==> src/design/krl_pkg.sv <==
// Shared types and codes for the keyed record list engine.
package krl_pkg;

  // Fixed field widths
  localparam int unsigned OPCODE_W  = 4;
  localparam int unsigned KEY_W     = 32;
  localparam int unsigned PAYLOAD_W = 64;
  localparam int unsigned POS_W     = 9;
  localparam int unsigned STATUS_W  = 3;
  localparam int unsigned COUNT_W   = 9;

  // Opcodes
  localparam logic [OPCODE_W-1:0] OP_PUSH_BACK   = 4'd0;
  localparam logic [OPCODE_W-1:0] OP_PUSH_FRONT  = 4'd1;
  localparam logic [OPCODE_W-1:0] OP_SORTED_INS  = 4'd2;
  localparam logic [OPCODE_W-1:0] OP_FIND_POS    = 4'd3;
  localparam logic [OPCODE_W-1:0] OP_FIND_KEY    = 4'd4;
  localparam logic [OPCODE_W-1:0] OP_POP_FRONT   = 4'd5;
  localparam logic [OPCODE_W-1:0] OP_POP_BACK    = 4'd6;
  localparam logic [OPCODE_W-1:0] OP_ERASE_SHIFT = 4'd7;
  localparam logic [OPCODE_W-1:0] OP_ERASE_SWAP  = 4'd8;

  // Status codes
  localparam logic [STATUS_W-1:0] ST_OK       = 3'd0;
  localparam logic [STATUS_W-1:0] ST_EMPTY    = 3'd1;
  localparam logic [STATUS_W-1:0] ST_NOTFOUND = 3'd2;
  localparam logic [STATUS_W-1:0] ST_FULL     = 3'd3;
  localparam logic [STATUS_W-1:0] ST_BADPOS   = 3'd4;

  // Record store port strobes
  typedef struct packed {
    logic wr_en;
    logic rd_en;
  } mem_ctl_t;

  // One result transaction
  typedef struct packed {
    logic                 is_empty;
    logic                 is_full;
    logic [COUNT_W-1:0]   entry_count;
    logic [PAYLOAD_W-1:0] found_payload;
    logic [KEY_W-1:0]     found_key;
    logic [STATUS_W-1:0]  status;
  } res_t;

endpackage

==> src/design/krl_seq.sv <==
// Sequencer: walks the record store one entry a cycle for scans and shifts.
module krl_seq #(
  parameter int unsigned CAPACITY = 256,
  parameter int unsigned CNT_W    = 9,
  parameter int unsigned ADDR_W   = 8,
  parameter int unsigned PAY_W    = 64
) (
  input  logic                          clk_i,
  input  logic                          rst_ni,
  // command side
  input  logic                          cmd_valid_i,
  output logic                          cmd_ready_o,
  input  logic [krl_pkg::OPCODE_W-1:0]  opcode_i,
  input  logic [krl_pkg::KEY_W-1:0]     key_i,
  input  logic [PAY_W-1:0]              pay_i,
  input  logic [krl_pkg::POS_W-1:0]     pos_i,
  // result side
  output logic                          res_valid_o,
  input  logic                          res_ready_i,
  output krl_pkg::res_t                 res_o,
  // record store
  output krl_pkg::mem_ctl_t             mem_ctl_o,
  output logic [ADDR_W-1:0]             mem_waddr_o,
  output logic [krl_pkg::KEY_W-1:0]     mem_wkey_o,
  output logic [PAY_W-1:0]              mem_wpay_o,
  output logic [ADDR_W-1:0]             mem_raddr_o,
  input  logic [krl_pkg::KEY_W-1:0]     mem_rkey_i,
  input  logic [PAY_W-1:0]              mem_rpay_i
);
  import krl_pkg::*;

  localparam int unsigned POSC_W = (CNT_W > POS_W) ? CNT_W : POS_W;
  localparam logic [CNT_W-1:0] CAP_CNT = CNT_W'(CAPACITY);

  // Sequencer states
  localparam logic [2:0] S_IDLE  = 3'd0;
  localparam logic [2:0] S_SCAN  = 3'd1;
  localparam logic [2:0] S_SHUP  = 3'd2;
  localparam logic [2:0] S_INS   = 3'd3;
  localparam logic [2:0] S_SHDN  = 3'd4;
  localparam logic [2:0] S_SWAP  = 3'd5;
  localparam logic [2:0] S_FETCH = 3'd6;
  localparam logic [2:0] S_RESP  = 3'd7;

  logic [2:0]          state_q, state_d;
  logic [CNT_W-1:0]    count_q, count_d;
  logic [CNT_W-1:0]    ptr_q, ptr_d;
  logic [CNT_W-1:0]    hole_q, hole_d;
  logic [OPCODE_W-1:0] op_q, op_d;
  logic [KEY_W-1:0]    key_q, key_d;
  logic [PAY_W-1:0]    pay_q, pay_d;
  logic [STATUS_W-1:0] status_q, status_d;
  logic [KEY_W-1:0]    fkey_q, fkey_d;
  logic [PAY_W-1:0]    fpay_q, fpay_d;

  logic [CNT_W-1:0]    ptr_inc, ptr_dec, cnt_inc, cnt_dec;
  logic [POSC_W-1:0]   pos_ext, cnt_ext;
  logic                key_eq, key_ge, hit, last;

  assign ptr_inc = ptr_q + CNT_W'(1);
  assign ptr_dec = ptr_q - CNT_W'(1);
  assign cnt_inc = count_q + CNT_W'(1);
  assign cnt_dec = count_q - CNT_W'(1);
  assign pos_ext = POSC_W'(pos_i);
  assign cnt_ext = POSC_W'(count_q);

  // Shared compare unit: stored key against the request key
  assign key_eq = (mem_rkey_i == key_q);
  assign key_ge = ($signed(mem_rkey_i) >= $signed(key_q));
  assign hit    = (op_q == OP_SORTED_INS) ? key_ge : key_eq;
  assign last   = (ptr_inc == count_q);

  // Sequencer next state
  always_comb begin
    state_d   = state_q;
    count_d   = count_q;
    ptr_d     = ptr_q;
    hole_d    = hole_q;
    op_d      = op_q;
    key_d     = key_q;
    pay_d     = pay_q;
    status_d  = status_q;
    fkey_d    = fkey_q;
    fpay_d    = fpay_q;
    mem_ctl_o = '0;
    mem_waddr_o = '0;
    mem_wkey_o  = '0;
    mem_wpay_o  = '0;
    mem_raddr_o = '0;

    unique case (state_q)
      S_IDLE: begin
        if (cmd_valid_i) begin
          op_d     = opcode_i;
          key_d    = key_i;
          pay_d    = pay_i;
          status_d = ST_OK;
          fkey_d   = '0;
          fpay_d   = '0;
          hole_d   = '0;
          ptr_d    = '0;
          state_d  = S_RESP;
          unique case (opcode_i)
            OP_PUSH_BACK, OP_PUSH_FRONT, OP_SORTED_INS: begin
              if (count_q == CAP_CNT) begin
                status_d = ST_FULL;
              end else if (opcode_i == OP_PUSH_BACK) begin
                mem_ctl_o.wr_en = 1'b1;
                mem_waddr_o     = ADDR_W'(count_q);
                mem_wkey_o      = key_i;
                mem_wpay_o      = pay_i;
                count_d         = cnt_inc;
              end else if (count_q == '0) begin
                state_d = S_INS;
              end else if (opcode_i == OP_PUSH_FRONT) begin
                // open a hole at the front
                mem_ctl_o.rd_en = 1'b1;
                mem_raddr_o     = ADDR_W'(cnt_dec);
                ptr_d           = cnt_dec;
                state_d         = S_SHUP;
              end else begin
                mem_ctl_o.rd_en = 1'b1;
                state_d         = S_SCAN;
              end
            end
            OP_FIND_POS: begin
              if (count_q == '0) begin
                status_d = ST_EMPTY;
              end else if (pos_i == '0 || pos_ext > cnt_ext) begin
                status_d = ST_BADPOS;
              end else begin
                mem_ctl_o.rd_en = 1'b1;
                mem_raddr_o     = ADDR_W'(pos_ext - POSC_W'(1));
                state_d         = S_FETCH;
              end
            end
            OP_FIND_KEY, OP_ERASE_SHIFT, OP_ERASE_SWAP: begin
              if (count_q == '0) begin
                status_d = ST_EMPTY;
              end else begin
                mem_ctl_o.rd_en = 1'b1;
                state_d         = S_SCAN;
              end
            end
            OP_POP_FRONT: begin
              if (count_q == '0) begin
                status_d = ST_EMPTY;
              end else if (count_q == CNT_W'(1)) begin
                count_d = cnt_dec;
              end else begin
                // close the hole at the front
                mem_ctl_o.rd_en = 1'b1;
                mem_raddr_o     = ADDR_W'(1);
                ptr_d           = CNT_W'(1);
                state_d         = S_SHDN;
              end
            end
            OP_POP_BACK: begin
              if (count_q == '0) begin
                status_d = ST_EMPTY;
              end else begin
                count_d = cnt_dec;
              end
            end
            default: begin
              status_d = ST_OK;
            end
          endcase
        end
      end

      S_SCAN: begin
        if (hit || last) begin
          hole_d = hit ? ptr_q : count_q;
          priority if (op_q == OP_SORTED_INS) begin
            if (!hit) begin
              state_d = S_INS;
            end else begin
              mem_ctl_o.rd_en = 1'b1;
              mem_raddr_o     = ADDR_W'(cnt_dec);
              ptr_d           = cnt_dec;
              state_d         = S_SHUP;
            end
          end else if (!hit) begin
            status_d = ST_NOTFOUND;
            state_d  = S_RESP;
          end else if (op_q == OP_FIND_KEY) begin
            fkey_d  = mem_rkey_i;
            fpay_d  = mem_rpay_i;
            state_d = S_RESP;
          end else if (last) begin
            // hit on the last record: just drop it
            count_d = cnt_dec;
            state_d = S_RESP;
          end else if (op_q == OP_ERASE_SHIFT) begin
            mem_ctl_o.rd_en = 1'b1;
            mem_raddr_o     = ADDR_W'(ptr_inc);
            ptr_d           = ptr_inc;
            state_d         = S_SHDN;
          end else begin
            mem_ctl_o.rd_en = 1'b1;
            mem_raddr_o     = ADDR_W'(cnt_dec);
            state_d         = S_SWAP;
          end
        end else begin
          // advance to the next record
          mem_ctl_o.rd_en = 1'b1;
          mem_raddr_o     = ADDR_W'(ptr_inc);
          ptr_d           = ptr_inc;
        end
      end

      S_SHUP: begin
        mem_ctl_o.wr_en = 1'b1;
        mem_waddr_o     = ADDR_W'(ptr_inc);
        mem_wkey_o      = mem_rkey_i;
        mem_wpay_o      = mem_rpay_i;
        if (ptr_q == hole_q) begin
          state_d = S_INS;
        end else begin
          mem_ctl_o.rd_en = 1'b1;
          mem_raddr_o     = ADDR_W'(ptr_dec);
          ptr_d           = ptr_dec;
        end
      end

      S_INS: begin
        mem_ctl_o.wr_en = 1'b1;
        mem_waddr_o     = ADDR_W'(hole_q);
        mem_wkey_o      = key_q;
        mem_wpay_o      = pay_q;
        count_d         = cnt_inc;
        state_d         = S_RESP;
      end

      S_SHDN: begin
        mem_ctl_o.wr_en = 1'b1;
        mem_waddr_o     = ADDR_W'(ptr_dec);
        mem_wkey_o      = mem_rkey_i;
        mem_wpay_o      = mem_rpay_i;
        if (last) begin
          count_d = cnt_dec;
          state_d = S_RESP;
        end else begin
          mem_ctl_o.rd_en = 1'b1;
          mem_raddr_o     = ADDR_W'(ptr_inc);
          ptr_d           = ptr_inc;
        end
      end

      S_SWAP: begin
        mem_ctl_o.wr_en = 1'b1;
        mem_waddr_o     = ADDR_W'(hole_q);
        mem_wkey_o      = mem_rkey_i;
        mem_wpay_o      = mem_rpay_i;
        count_d         = cnt_dec;
        state_d         = S_RESP;
      end

      S_FETCH: begin
        fkey_d  = mem_rkey_i;
        fpay_d  = mem_rpay_i;
        state_d = S_RESP;
      end

      S_RESP: begin
        if (res_ready_i) begin
          state_d = S_IDLE;
        end
      end

      default: begin
        state_d = S_IDLE;
      end
    endcase
  end

  // Control registers
  always_ff @(posedge clk_i or negedge rst_ni) begin
    if (!rst_ni) begin
      state_q <= S_IDLE;
      count_q <= '0;
    end else begin
      state_q <= state_d;
      count_q <= count_d;
    end
  end

  // Working registers
  always_ff @(posedge clk_i) begin
    ptr_q    <= ptr_d;
    hole_q   <= hole_d;
    op_q     <= op_d;
    key_q    <= key_d;
    pay_q    <= pay_d;
    status_q <= status_d;
    fkey_q   <= fkey_d;
    fpay_q   <= fpay_d;
  end

  assign cmd_ready_o = (state_q == S_IDLE);
  assign res_valid_o = (state_q == S_RESP);

  // Build the result from the latched fields and the current count
  always_comb begin
    res_o.status        = status_q;
    res_o.found_key     = fkey_q;
    res_o.found_payload = PAYLOAD_W'(fpay_q);
    res_o.entry_count   = COUNT_W'(count_q);
    res_o.is_full       = (count_q == CAP_CNT);
    res_o.is_empty      = (count_q == '0);
  end

endmodule

==> config.mk <==
export PLATFORM = sky130hd
export DESIGN_NAME = krl_seq
export DESIGN_NICKNAME = d
export VERILOG_FILES = /design/src/design/krl_pkg.sv /design/src/design/krl_seq.sv
export SDC_FILE = /design/constraint.sdc
export NUM_CORES = 1
export LEC_CHECK = 0
export BUFFER_PORTS_ARGS = -buffer_cell sky130_fd_sc_hd__buf_2
export CORE_MARGIN = 8
export CORE_UTILIZATION = 56
export DETAILED_ROUTE_END_ITERATION = 10
export PLACE_DENSITY = 0.87
export SLEW_MARGIN = 20
export SYNTH_ARGS = -nofsm -noshare
export SYNTH_HDL_FRONTEND = slang
export SYNTH_SLANG_ARGS = --single-unit
==> constraint.sdc <==
create_clock -name clk_i -period 14.34 [get_ports clk_i]
set_input_delay 2.868 -clock clk_i [delete_from_list [all_inputs] [get_ports clk_i]]
set_output_delay 2.868 -clock clk_i [all_outputs]
set_load 0.02 [all_outputs]
==> impl_metrics.ini <==
[placed_design]
io_buffer_count = 434
gp_congestion = 1.06
dp_slack_ns = 5.29
place_hpwl_um = 37700
placed_cell_area_sq_mm = 0.0155

[finish]
area_growth_syn_to_layout_pct = 24.2
fin_util_pct = 70.2
fillers = 1815
drive_gt1_share_pct = 31.2
fin_area_sq_mm = 0.0163
finalNetCount = 1874

[setup_path]
slowest_stage = a221oi_1
cp.depth = 12
r2r_slack_ns = 9.51
path_max_fanout = 22
worstSetupPathType = primary input to output port
cp_data_required_time_ns = 11.47
critical_path_buf_inv_count = 2
crit_arrival_ns = 6.30
crit_path_cell_trace = buf_2 > ha_1 > a21oi_1 > o21ai_0 > a221oi_1 > nand3_1 > o31ai_2 > o21ai_2 > nor2_1 > nor2_1 > a221o_1 > buf_2
cp-end-kind = output port
start_kind = primary input
reg2regPathDepth = 11
crit_family = compound AO/OA/AOI/OAI gates
max_stage_delay_ns = 0.56

[timing]
slew_violations = 0
setup_violations = 0
tightest_slew_ns = 1.10
fin_ws_ns = 5.17
relSlewSlack_pct = 26.5
finalHoldViolations = 0
fmax_ghz = 0.109
fin_setup_tns_ns = 0
min_period_over_period_pct = 63.9
period_needed_ns = 9.17
skew_ns = 0.0113
grt_setup_unrepaired = false
whs_ns = 0.630

[cts]
path_clk_slew_ns = 0.06
hold_buffers = 0
clk_latency_ns = 0.53
cts_buffers = 26
cts_sinks = 229
htree_levels = 1
cts_resized = 0
clock_path_buffers = 3
cts_tree = done
postCtsSetupRepairBufs = 0
root_buffer = clkbuf_16

[global_routing]
antenna_found_initial = 11
grt_util_all_layers_pct = 34.2
grt_pass1_vias = 12000
grt_pass1_wl_um = 75000
grt_max_degree = 97
overflow = 0

[outcome]
status = finished clean

[logic_synthesis]
synthDistinctLibCells = 77
synth_edf_count = 217
synth_area_leaders = edfxtp_1, a222oi_1, and2_1, ha_1, inv_1
netlist_area_sq_mm = 0.0131
synth_seq_area_share_pct = 51.8
yosysTopAreaCellShare_pct = 49.6
synth_area_per_cell_sq_um = 10.6
ys.flop_type = edfxtp_1
yosysTopAreaCell = edfxtp_1
ys_seq_elements = 229
async_flop_share_pct = 5.24
synth_nets = 1492
syn_inst = 1236
yosys_warnings = 0
synthMostInstantiatedCell = edfxtp_1
yosys-top-cells-count = edfxtp_1, inv_1, and2_1, a222oi_1, nor2_1

[detailed_routing]
vias_per_cell = 6.35
firstDrtPassIters = 10
drtAntennaViolNets = 0
drt-initial-drc-count = 2354
finalWirelength_um = 51300
via_count = 12500
wl_per_cell_um = 26.1
drcViolationCount = 0

[die]
num_rows = 56
fp.dieW_um = 169
dieHeight_um = 169
core_sq_mm = 0.0233
io_pins = 435
die_area_sq_mm = 0.0286
start_util_pct = 56.5

[power]
power_leakage_nw = 7.37
p_per_area_mw_per_mm2 = 203
ir_drop_uv = 172

[run]
drv_cap = 0

[worst_hold_path]
hp-class = flip-flop to flip-flop
whs_path_depth = 1
## through the flow
step                      std cells  power [mW]
final                          1965        3.32
after floorplan                1236        2.06
after detailed placement       1909        2.62
after CTS                      1955        3.30
after global placement         1909        2.60
after global routing           1964        3.46
## final timing paths
check                                 endpoint            from
worst max-delay path            mem_raddr_o[3]  mem_rkey_i[27]
worst min-delay path                cnt_ext[7]      cnt_ext[7]
worst max register to register     status_q[0]       key_q[31]
worst min register to register      cnt_ext[7]      cnt_ext[7]
max in group asynchronous           state_q[0]          rst_ni
min in group asynchronous           cnt_ext[6]          rst_ni
## power by group
group / leakage, nW / internal [mW] / switching [mW]
logic: 4.80 / 0.539 / 1.13
registers: 2.16 / 0.861 / 0.124
clock network: 0.414 / 0.397 / 0.272
## cell usage in the layout, fill, tap and decap left out, types with 23 or more instances in the layout
cell / instances
clkbuf_16: 27
xnor2_1: 31
nor3_1: 23
edfxtp_1: 217
nand3_1: 23
ha_1: 47
a21oi_1: 52
and2_1: 99
o21ai_0: 38
buf_2: 434
a222oi_1: 97
inv_1: 152
nor2_1: 69
nand2_1: 69
## area by class of cell
cell class | count | area (sq um) | share of cell area [%]
Antenna cell | 10 | 25.0 | 0.153
Sequential cell | 229 | 6820 | 41.7
Timing Repair Buffer | 444 | 2250 | 13.8
Clock inverter | 12 | 136 | 0.835
Multi-Input combinational cell | 763 | 5420 | 33.2
Clock buffer | 34 | 702 | 4.30
Inverter | 154 | 578 | 3.54
Tap cell | 319 | 399 | 2.44
## flip-flops by register name, indices dropped and copies added (netlist names)
name,cells
cnt_ext,9
status_q,3
fpay_q,64
fkey_q,32
key_q,32
hole_q,9
ptr_q,9
op_q,4
state_q,3
pay_q,64
## kinds of logic after synthesis
group	after synthesis	synth area share, %
simple gates	363	14.9
compound gates	295	17.3
buf+inv	244	7.37
flops	229	51.8
xor+xnor	52	3.67
fa+ha+maj	47	4.47
mux	6	0.485
## routing by layer
| metal | routed length (um) | track usage [%] |
|---|---|---|
| met1 | 18200 | 42.9 |
| met2 | 23800 | 54.5 |
| met3 | 6470 | 8.68 |
| met4 | 2900 | 17.4 |
| met5 | 0 | 0 |
(Power assumes the default switching activity.)
